<file path="src/rtl/core/dq_pkg.sv">
// Shared types, codes and helpers for the double-ended queue.
// Used by dq_front, dq_cmd_fifo, dq_back and the top level.
`timescale 1ns / 1ps
`default_nettype none

package dq_pkg;

  localparam int DEPTH    = 64;
  localparam int IDX_W    = (DEPTH > 1) ? $clog2(DEPTH) : 1;
  localparam int CNT_W    = $clog2(DEPTH + 1);
  localparam int SUM_W    = CNT_W + 1;
  localparam int DATA_W   = 32;
  localparam int OP_W     = 3;
  localparam int STATUS_W = 2;

  // Depth of the command queue between front and back
  localparam int CQ_DEPTH = 2;
  localparam int CQ_PTR_W = $clog2(CQ_DEPTH);
  localparam int CQ_CNT_W = $clog2(CQ_DEPTH + 1);

  localparam logic [OP_W-1:0] OP_CREATE    = 3'd0;
  localparam logic [OP_W-1:0] OP_PUSH_HEAD = 3'd1;
  localparam logic [OP_W-1:0] OP_PUSH_TAIL = 3'd2;
  localparam logic [OP_W-1:0] OP_LIST_HEAD = 3'd3;
  localparam logic [OP_W-1:0] OP_LIST_TAIL = 3'd4;
  localparam logic [OP_W-1:0] OP_FILTER    = 3'd5;
  localparam logic [OP_W-1:0] OP_CLEAR     = 3'd6;

  localparam logic [STATUS_W-1:0] ST_DATA  = 2'd0;
  localparam logic [STATUS_W-1:0] ST_EMPTY = 2'd1;
  localparam logic [STATUS_W-1:0] ST_FULL  = 2'd2;
  localparam logic [STATUS_W-1:0] ST_DONE  = 2'd3;

  // Decoded command; no flag set means an unused code (done, no change)
  typedef struct packed {
    logic                     create;
    logic                     clear;
    logic                     push;
    logic                     push_head;
    logic                     list;
    logic                     list_tail;
    logic                     filter;
    logic signed [DATA_W-1:0] value;
  } cmd_t;

  // Ring position of base + off; the sum stays below twice the depth
  function automatic logic [IDX_W-1:0] dq_wrap(input logic [IDX_W-1:0] base,
                                               input logic [CNT_W-1:0] off);
    logic [SUM_W-1:0] sum;
    sum = SUM_W'(base) + SUM_W'(off);
    if (sum >= SUM_W'(DEPTH)) sum = sum - SUM_W'(DEPTH);
    return sum[IDX_W-1:0];
  endfunction

endpackage

`default_nettype wire

</file>
<file path="src/rtl/core/dq_front.sv">
// Front end: accepts items and decodes the operation into a command.
// Depends on dq_pkg; feeds dq_cmd_fifo.
`timescale 1ns / 1ps
`default_nettype none

module dq_front (
  input  wire logic                          item_valid,
  output logic                               item_stall,
  input  wire logic [dq_pkg::OP_W-1:0]       op,
  input  wire logic signed [dq_pkg::DATA_W-1:0] value,
  input  wire logic                          fifo_full,
  output logic                               cmd_push,
  output dq_pkg::cmd_t                       cmd
);
  import dq_pkg::*;

  assign item_stall = fifo_full;
  assign cmd_push   = item_valid && !fifo_full;

  always_comb begin
    cmd           = '0;
    cmd.value     = value;
    case (op)
      OP_CREATE:    cmd.create = 1'b1;
      OP_PUSH_HEAD: begin
        cmd.push      = 1'b1;
        cmd.push_head = 1'b1;
      end
      OP_PUSH_TAIL: cmd.push = 1'b1;
      OP_LIST_HEAD: cmd.list = 1'b1;
      OP_LIST_TAIL: begin
        cmd.list      = 1'b1;
        cmd.list_tail = 1'b1;
      end
      OP_FILTER:    cmd.filter = 1'b1;
      OP_CLEAR:     cmd.clear = 1'b1;
      default:      cmd.value = value;
    endcase
  end

endmodule

`default_nettype wire

</file>
<file path="src/rtl/core/dq_cmd_fifo.sv">
// Short command queue between the front end and the back end.
// Depends on dq_pkg for cmd_t and the queue depth.
`timescale 1ns / 1ps
`default_nettype none

module dq_cmd_fifo (
  input  wire logic         clk,
  input  wire logic         rst,
  input  wire logic         wr_en,
  input  wire dq_pkg::cmd_t wr_cmd,
  output logic              full,
  input  wire logic         rd_en,
  output logic              rd_valid,
  output dq_pkg::cmd_t      rd_cmd
);
  import dq_pkg::*;

  cmd_t                slots [CQ_DEPTH];
  logic [CQ_PTR_W-1:0] wr_ptr;
  logic [CQ_PTR_W-1:0] rd_ptr;
  logic [CQ_CNT_W-1:0] fill;

  assign full     = (fill == CQ_CNT_W'(CQ_DEPTH));
  assign rd_valid = (fill != '0);
  assign rd_cmd   = slots[rd_ptr];

  function automatic logic [CQ_PTR_W-1:0] bump(input logic [CQ_PTR_W-1:0] p);
    return (p == CQ_PTR_W'(CQ_DEPTH - 1)) ? '0 : p + 1'b1;
  endfunction

  always_ff @(posedge clk) begin
    if (wr_en) slots[wr_ptr] <= wr_cmd;
  end

  always_ff @(posedge clk) begin
    if (rst) begin
      wr_ptr <= '0;
      rd_ptr <= '0;
      fill   <= '0;
    end else begin
      if (wr_en) wr_ptr <= bump(wr_ptr);
      if (rd_en) rd_ptr <= bump(rd_ptr);
      case ({wr_en, rd_en})
        2'b10:   fill <= fill + 1'b1;
        2'b01:   fill <= fill - 1'b1;
        default: fill <= fill;
      endcase
    end
  end

`ifndef NO_ASSERTIONS
  a_fill_bound: assert property (@(posedge clk) disable iff (rst)
    fill <= CQ_CNT_W'(CQ_DEPTH))
    else $error("command queue over-filled");
  a_no_write_full: assert property (@(posedge clk) disable iff (rst)
    full |-> !wr_en)
    else $error("write into full command queue");
  a_no_read_empty: assert property (@(posedge clk) disable iff (rst)
    rd_en |-> rd_valid)
    else $error("read from empty command queue");
`endif

endmodule

`default_nettype wire

</file>
<file path="src/rtl/core/dq_back.sv">
// Back end: holds the ring buffer and its pointers, carries out commands
// and drives the result register. Depends on dq_pkg.
`timescale 1ns / 1ps
`default_nettype none

module dq_back (
  input  wire logic                          clk,
  input  wire logic                          rst,
  input  wire logic                          cmd_valid,
  input  wire dq_pkg::cmd_t                  cmd,
  output logic                               cmd_pop,
  output logic                               res_valid,
  input  wire logic                          res_stall,
  output logic signed [dq_pkg::DATA_W-1:0]   value_res,
  output logic [dq_pkg::STATUS_W-1:0]        status,
  output logic                               last
);
  import dq_pkg::*;

  localparam logic [2:0] S_IDLE   = 3'd0;
  localparam logic [2:0] S_LREAD  = 3'd1;
  localparam logic [2:0] S_LEMIT  = 3'd2;
  localparam logic [2:0] S_FREAD  = 3'd3;
  localparam logic [2:0] S_FWRITE = 3'd4;
  localparam logic [2:0] S_EMPTY  = 3'd5;

  logic [DATA_W-1:0] mem [DEPTH];
  logic [DATA_W-1:0] rd_data;
  logic              rd_en;
  logic [IDX_W-1:0]  rd_addr;
  logic              wr_en;
  logic [IDX_W-1:0]  wr_addr;
  logic [DATA_W-1:0] wr_data;

  logic [2:0]        state, state_next;
  logic [IDX_W-1:0]  head, head_next, head_dec;
  logic [CNT_W-1:0]  count, count_next;
  logic [CNT_W-1:0]  k, k_next;
  logic [CNT_W-1:0]  kept, kept_next, kept_inc;
  logic              tail, tail_next;
  logic [CNT_W-1:0]  count_last;
  logic              out_free;
  logic              load;
  logic [DATA_W-1:0] ld_value;
  logic [STATUS_W-1:0] ld_status;
  logic              ld_last;

  assign out_free   = !res_valid || !res_stall;
  assign head_dec   = (head == '0) ? IDX_W'(DEPTH - 1) : head - 1'b1;
  assign count_last = count - 1'b1;
  assign kept_inc   = rd_data[0] ? kept : kept + 1'b1;

  always_ff @(posedge clk) begin
    if (wr_en) mem[wr_addr] <= wr_data;
    if (rd_en) rd_data <= mem[rd_addr];
  end

  always_comb begin
    state_next = state;
    head_next  = head;
    count_next = count;
    k_next     = k;
    kept_next  = kept;
    tail_next  = tail;
    cmd_pop    = 1'b0;
    wr_en      = 1'b0;
    wr_addr    = dq_wrap(head, count);
    wr_data    = cmd.value;
    rd_en      = 1'b0;
    rd_addr    = dq_wrap(head, k);
    load       = 1'b0;
    ld_value   = '0;
    ld_status  = ST_DONE;
    ld_last    = 1'b1;
    case (state)
      S_IDLE: begin
        if (cmd_valid && out_free) begin
          cmd_pop = 1'b1;
          load    = 1'b1;
          if (cmd.create) begin
            head_next  = '0;
            count_next = CNT_W'(1);
            wr_en      = 1'b1;
            wr_addr    = '0;
          end else if (cmd.clear) begin
            head_next  = '0;
            count_next = '0;
          end else if (cmd.push) begin
            if (count == CNT_W'(DEPTH)) begin
              ld_status = ST_FULL;
            end else begin
              wr_en      = 1'b1;
              count_next = count + 1'b1;
              ld_status  = ST_DATA;
              ld_value   = cmd.value;
              if (cmd.push_head) begin
                head_next = head_dec;
                wr_addr   = head_dec;
              end
            end
          end else if (cmd.list || cmd.filter) begin
            if (count == '0) begin
              ld_status = ST_EMPTY;
            end else begin
              load       = 1'b0;
              k_next     = '0;
              kept_next  = '0;
              tail_next  = cmd.list_tail;
              state_next = cmd.filter ? S_FREAD : S_LREAD;
            end
          end
        end
      end
      S_LREAD: begin
        rd_en      = 1'b1;
        rd_addr    = dq_wrap(head, tail ? count_last - k : k);
        state_next = S_LEMIT;
      end
      S_LEMIT: begin
        if (out_free) begin
          load      = 1'b1;
          ld_status = ST_DATA;
          ld_value  = rd_data;
          ld_last   = (k == count_last);
          if (k == count_last) begin
            state_next = S_IDLE;
          end else begin
            k_next     = k + 1'b1;
            state_next = S_LREAD;
          end
        end
      end
      S_FREAD: begin
        rd_en      = 1'b1;
        state_next = S_FWRITE;
      end
      S_FWRITE: begin
        // keep even entries, packed towards the head in their old order
        wr_en     = !rd_data[0];
        wr_addr   = dq_wrap(head, kept);
        wr_data   = rd_data;
        kept_next = kept_inc;
        if (k == count_last) begin
          count_next = kept_inc;
          k_next     = '0;
          state_next = (kept_inc == '0) ? S_EMPTY : S_LREAD;
        end else begin
          k_next     = k + 1'b1;
          state_next = S_FREAD;
        end
      end
      S_EMPTY: begin
        if (out_free) begin
          load       = 1'b1;
          ld_status  = ST_EMPTY;
          state_next = S_IDLE;
        end
      end
      default: state_next = S_IDLE;
    endcase
  end

  always_ff @(posedge clk) begin
    if (rst) begin
      state <= S_IDLE;
      head  <= '0;
      count <= '0;
      k     <= '0;
      kept  <= '0;
      tail  <= 1'b0;
    end else begin
      state <= state_next;
      head  <= head_next;
      count <= count_next;
      k     <= k_next;
      kept  <= kept_next;
      tail  <= tail_next;
    end
  end

  always_ff @(posedge clk) begin
    if (rst) begin
      res_valid <= 1'b0;
    end else if (load) begin
      res_valid <= 1'b1;
    end else if (!res_stall) begin
      res_valid <= 1'b0;
    end
  end

  always_ff @(posedge clk) begin
    if (load) begin
      value_res <= ld_value;
      status    <= ld_status;
      last      <= ld_last;
    end
  end

`ifndef NO_ASSERTIONS
  a_count_bound: assert property (@(posedge clk) disable iff (rst)
    count <= CNT_W'(DEPTH))
    else $error("element count beyond depth");
  a_walk_in_range: assert property (@(posedge clk) disable iff (rst)
    (state == S_LREAD || state == S_LEMIT || state == S_FREAD || state == S_FWRITE)
      |-> (k < count))
    else $error("walk index beyond element count");
  a_kept_le_k: assert property (@(posedge clk) disable iff (rst)
    (state == S_FREAD || state == S_FWRITE) |-> (kept <= k))
    else $error("filter write position overtook read position");
  a_status_zero: assert property (@(posedge clk) disable iff (rst)
    (res_valid && status != ST_DATA) |-> (value_res == '0))
    else $error("non-data result carries a value");
`endif

endmodule

`default_nettype wire

</file>
<file path="src/rtl/core/deque_with_odd_value_filter.sv">
// Bounded double-ended queue of 64 signed 32-bit values in a ring buffer, with
// an in-place filter that drops odd values. Create, clear, both pushes and the
// unused code give one result each and sustain one item per cycle while the
// result side keeps up. A list reads and then emits each entry in turn, and a
// filter reads and rewrites each entry to compact the survivors, then lists
// them, or gives the empty result when none survive. Each entry takes a read
// state and then an emit or write state, as the buffer has a registered read.
// A two-entry command queue lets new items be taken while the back end walks.
`timescale 1ns / 1ps
`default_nettype none

module deque_with_odd_value_filter (
  input  wire logic                          clk,
  input  wire logic                          rst,
  input  wire logic                          item_valid,
  output logic                               item_stall,
  input  wire logic [dq_pkg::OP_W-1:0]       op,
  input  wire logic signed [dq_pkg::DATA_W-1:0] value,
  output logic                               res_valid,
  input  wire logic                          res_stall,
  output logic signed [dq_pkg::DATA_W-1:0]   value_res,
  output logic [dq_pkg::STATUS_W-1:0]        status,
  output logic                               last
);
  import dq_pkg::*;

  cmd_t front_cmd;
  cmd_t back_cmd;
  logic fifo_full;
  logic cmd_push;
  logic cmd_valid;
  logic cmd_pop;

  dq_front u_front (
    .item_valid (item_valid),
    .item_stall (item_stall),
    .op         (op),
    .value      (value),
    .fifo_full  (fifo_full),
    .cmd_push   (cmd_push),
    .cmd        (front_cmd)
  );

  dq_cmd_fifo u_fifo (
    .clk      (clk),
    .rst      (rst),
    .wr_en    (cmd_push),
    .wr_cmd   (front_cmd),
    .full     (fifo_full),
    .rd_en    (cmd_pop),
    .rd_valid (cmd_valid),
    .rd_cmd   (back_cmd)
  );

  dq_back u_back (
    .clk       (clk),
    .rst       (rst),
    .cmd_valid (cmd_valid),
    .cmd       (back_cmd),
    .cmd_pop   (cmd_pop),
    .res_valid (res_valid),
    .res_stall (res_stall),
    .value_res (value_res),
    .status    (status),
    .last      (last)
  );

endmodule

`default_nettype wire
</file>
<file path="config.mk">
export PLATFORM = sky130hd
export DESIGN_NAME = deque_with_odd_value_filter
export DESIGN_NICKNAME = d
export VERILOG_FILES = /design/src/rtl/core/dq_pkg.sv /design/src/rtl/core/dq_front.sv /design/src/rtl/core/dq_cmd_fifo.sv /design/src/rtl/core/dq_back.sv /design/src/rtl/core/deque_with_odd_value_filter.sv
export SDC_FILE = /design/constraint.sdc
export NUM_CORES = 2
export LEC_CHECK = 0
export BUFFER_PORTS_ARGS = -buffer_cell sky130_fd_sc_hd__buf_2
export CORE_UTILIZATION = 40
export DETAILED_ROUTE_END_ITERATION = 10
export SETUP_SLACK_MARGIN = 0.5
export SYNTH_ARGS = -nofsm -noshare
export SYNTH_HDL_FRONTEND = slang
export SYNTH_HIERARCHICAL = 1
export SYNTH_SLANG_ARGS = --single-unit
</file>
<file path="constraint.sdc">
create_clock -name clk -period 12.8 [get_ports clk]
set_input_delay 2.56 -clock clk [delete_from_list [all_inputs] [get_ports clk]]
set_output_delay 2.56 -clock clk [all_outputs]
set_load 0.01 [all_outputs]
</file>
==> metrics list <==
- Run status: completed
* Sequential Power Share: 47.3%
* Global-route wire length before repair: ~300 mm
* Achievable Freq: about 0.16 GHz
- Utilization after layout: a little under half
- Clock tree synthesis found a total of around 2200 sinks.
- Clock slew at the register clock pins of the worst setup and hold paths: around 0.07 ns
* Power spent charging and discharging nets: about 5300 µW
- Setup CP Type: reg -> reg
- Number of distinct library cells after synthesis: just under 80
- The global routing stage identified its most utilized layer as met2.
* Number of clock buffers inserted by TritonCTS: around 210
- Across all layers, the routed design uses ~41000 vias.
* Final slew viol count: 0
* Internal: between 10000 and 15000 µW
* IO Port Bufs: between 70 and 80
* Static Leak: roughly 0.03 µW
* Final cell count without fillers: 7087
* Detailed Route WL: around 210 mm
- Buffers inserted to repair hold after CTS numbered 0.
* Antenna violations before repair: 8
- Site Rows: around 170
- Count of nets after finishing: 4118
- Using the TritonRoute via totals, the vias-per-cell ratio works out to ~5.7.
- Post-route antenna net violation count: 0
* Number of enable flip-flop cells after synthesis: ~2200
* Post-Synthesis Net Count: around 3900
- Die Outline Area: around 0.22 mm²
- The clock network is responsible for 31.4% of the overall power.
* Fin. Hold Viols: 0
- In this run the tightest slew margin relative to its limit is approximately a tenth.
* Peak ir drop on the vdd network: between 0.1 and 0.15 mV
- For this run, design rule violations remaining after detail routing come to 0.
- For the pin with the worst max-slew slack, the measured transition is approximately 1.3 ns.
* WL per Instance: roughly 30 µm
- Across the run, the number of max-cap violations was 0.
* Met3 track demand over resource: 3.17%
* Hold/Removal Path Class: reg -> reg
- Pre-CTS worst setup slack: approximately 6.1 ns
- Worst endpoint required time: ~13 ns
* Final worst path period need: 6.34 ns
- The worst setup path is launched from a register.
* Switching share of power: between 20% and 30%
- Setup TNS Final: 0 ns
* Overall track demand over capacity in global routing: about a fifth
- Per-instance average area after synthesis: roughly 23 µm²
* Unrepaired setup endpoints after global routing: false
- Via count of the first global-routing pass: 40900
* Initial Util: 40.2%
- In this run, synthesis produced a sequential element count of approximately 2200.
- Combinational share of power: a little over a fifth
- Of the cells placed in the final design, the portion with a size suffix greater than 1 is approximately 31%.
- Die span in x: around 470 µm
- The synthesized netlist occupies a cell area of between 0.08 and 0.09 mm².
* Number of placed I/O pins: 76
- After detailed placement, the design holds a cell count of between 6000 and 7000.
* Final weighted congestion in routability-driven placement: approximately 0.82
* Drt first pass iters: 5
- Highest fanout seen on the critical path: 71
- Endpoint arrival time on the critical path: 6.91 ns
* Number of warnings reported in the yosys synthesis log: 6
- Setup slack closes at 6.46 ns.
- In this run the post-CTS setup repair buffer count came out at 0.
- The worst path uses roughly half of the clock period.
* Maximum clock insertion buffer count: 3
* Endpoints failing setup: 0
- Maximum clock skew at final layout: about 0.054 ns
* Clock insertion delay at the later pin of the skew report: approximately 0.88 ns
* Number of gates given a new drive strength after cts: 0
- Prevailing post-synth register cell: sky130_fd_sc_hd__edfxtp_1
* Proportion of synthesized flip-flops having asynchronous set or reset: 0%
- Power per unit of standard cell area: 193 mW/mm²
* CP Capture Type: register
- DRC violation total after the first TritonRoute iteration: roughly 4500
- Seq/Total Area, Yosys: about three quarters
- Clock tree from TritonCTS: done
- The HPWL after detailed placement is about 120 mm.
* Met1 track demand over resource: 27.6%
* Vertical extent of the die: roughly 470 µm
- Syn Inst Count: a little under 4000
- For this run, global-route usage on met2 was measured as between 30% and 40%.
- Root buffer cell: sky130_fd_sc_hd__clkbuf_16
- Largest net degree at the start of global routing: between 100 and 150
* Area growth, synth to finish: 12.6%
* Final global-route overflow total: 0
- Area inside the core boundary: around 0.22 mm²
* CTS H-tree lvls: 4
sequential cells by signal (all words and copies together), names as in the netlist, named ones only:
signal and count:
u_back/res_valid 1, u_back/k 7, u_back/kept 7, u_back/last 1
u_fifo/rd_ptr 1, u_back/state 3, u_back/status 2, u_back/rd_data 32
u_fifo/wr_ptr 1, u_back/tail 1, u_back/head 6, u_back/count 7
u_fifo/slots 78, u_back/mem 2048, u_back/value_res 32, u_fifo/fill 2
through the flow:
| step | instance area, µm² | hold slack (ns) | power (µW) |
|---|---|---|---|
| after floorplan | 87400 | 0.451 | 11800 |
| after global placement | 91800 | 0.476 | 13200 |
| after detailed placement | 91800 | 0.499 | 13200 |
| after CTS | 98400 | 0.509 | 19200 |
| after global routing | 98400 | 0.544 | 19700 |
| final | 98400 | 0.510 | 19000 |
routing by layer:
metal / share of wire, % / vias up
met5: 0 / -
met4: 2.0 / 0
met3: 7.4 / 301
met2: 49 / 1517
met1: 42 / 22100
li1: - / 16700
path summary, 6_finish.rpt:
kind                                  end  cells past startpoint  slack (ns)                         start
max          u_back/rd_data[22]$_DFFE_PP_                     13        6.46  u_back/state[0]$_SDFFE_PP0P_
max reg2reg  u_back/rd_data[22]$_DFFE_PP_                     13        6.46  u_back/state[0]$_SDFFE_PP0P_
min           u_fifo/fill[1]$_SDFFE_PP0P_                      2        0.51   u_fifo/fill[1]$_SDFFE_PP0P_
min reg2reg   u_fifo/fill[1]$_SDFFE_PP0P_                      2        0.51   u_fifo/fill[1]$_SDFFE_PP0P_
cells by family (layout without fill, tap and decap cells):
kind of cell,Yosys count,count (layout),share of synthesized area (%)
xor+xnor,44,44,0.462
other cells,0,3,0
flops,2230,2230,76.2
buf+inv,255,627,1.34
mux,777,777,18.1
compound gates,139,139,1.18
simple gates,382,382,2.23
fa+ha+maj,31,31,0.478
layout make-up:
class / instances / area (µm²)
Antenna cell: 3 / 7.51
Clock buffer: 275 / 5620
Clock inverter: 123 / 985
Fill cell: 17800 / 119000
Inverter: 23 / 87.6
Multi-Input combinational cell: 1373 / 20100
Sequential cell: 2230 / 66600
Tap cell: 2854 / 3570
Timing Repair Buffer: 206 / 1450
cells in the mapped netlist, drive strengths merged (7+ instances only):
cell / instances / area (µm²)
nor2: 70 / 298
ha: 27 / 338
mux4: 640 / 14400
a22o: 32 / 280
xnor2: 31 / 290
nor3b: 7 / 62.6
edfxtp: 2193 / 65900
inv: 22 / 82.6
a21o: 8 / 60.1
nor3: 79 / 467
a21oi: 43 / 215
xor2: 13 / 114
nand2b: 8 / 57.6
nor2b: 8 / 50.1
mux2i: 98 / 981
buf: 103 / 603
mux2: 39 / 439
dfxtp: 37 / 741
and3: 9 / 56.3
nand3: 22 / 145
o21ai: 14 / 70.1
nand2: 146 / 553
clkbuf: 129 / 484
cells in the final DEF (no fill, tap or decap), types with 7 or more instances in the layout:
cell                        count
sky130_fd_sc_hd__a21o_1         8
sky130_fd_sc_hd__a21oi_1       42
sky130_fd_sc_hd__a22o_1        32
sky130_fd_sc_hd__and3_1         9
sky130_fd_sc_hd__buf_12         7
sky130_fd_sc_hd__buf_2         75
sky130_fd_sc_hd__buf_4        124
sky130_fd_sc_hd__bufinv_16      8
sky130_fd_sc_hd__clkbuf_1      59
sky130_fd_sc_hd__clkbuf_16    215
sky130_fd_sc_hd__clkinv_1      51
sky130_fd_sc_hd__clkinv_2      44
sky130_fd_sc_hd__dfxtp_1       36
sky130_fd_sc_hd__edfxtp_1    2193
sky130_fd_sc_hd__ha_1          26
sky130_fd_sc_hd__inv_1         21
sky130_fd_sc_hd__mux2_2        39
sky130_fd_sc_hd__mux2i_1       98
sky130_fd_sc_hd__mux4_2       640
sky130_fd_sc_hd__nand2_1      114
sky130_fd_sc_hd__nand2_2       32
sky130_fd_sc_hd__nand3_1       18
sky130_fd_sc_hd__nor2_1        65
sky130_fd_sc_hd__nor3_1        12
sky130_fd_sc_hd__nor3_2        54
sky130_fd_sc_hd__nor3_4        13
sky130_fd_sc_hd__o21ai_0       14
sky130_fd_sc_hd__xnor2_1       27
sky130_fd_sc_hd__xor2_1        13
worst max-delay path, stage by stage, from the launching register on:
cell	delay, ns
sky130_fd_sc_hd__dfxtp_1	0.75
sky130_fd_sc_hd__nor4bb_1	0.36
sky130_fd_sc_hd__buf_4	0.22
sky130_fd_sc_hd__nor2_1	0.06
sky130_fd_sc_hd__a21oi_1	0.21
sky130_fd_sc_hd__ha_4	0.17
sky130_fd_sc_hd__inv_1	0.05
sky130_fd_sc_hd__fa_4	0.85
sky130_fd_sc_hd__buf_4	0.55
sky130_fd_sc_hd__buf_4	0.92
sky130_fd_sc_hd__mux4_2	0.43
sky130_fd_sc_hd__mux4_2	0.49
sky130_fd_sc_hd__mux2i_1	0.63
sky130_fd_sc_hd__mux2i_1	0.17
power by group through the flow:
stage	clock, µW	sequential [µW]	combinational [µW]
floorplan	0	9160	2680
global placement	0	9150	4040
detailed placement	0	9160	4090
CTS	6090	9010	4100
global route	6350	9030	4330
finish	5970	9010	4060
Note: power is estimated with default switching activity, not from simulation.
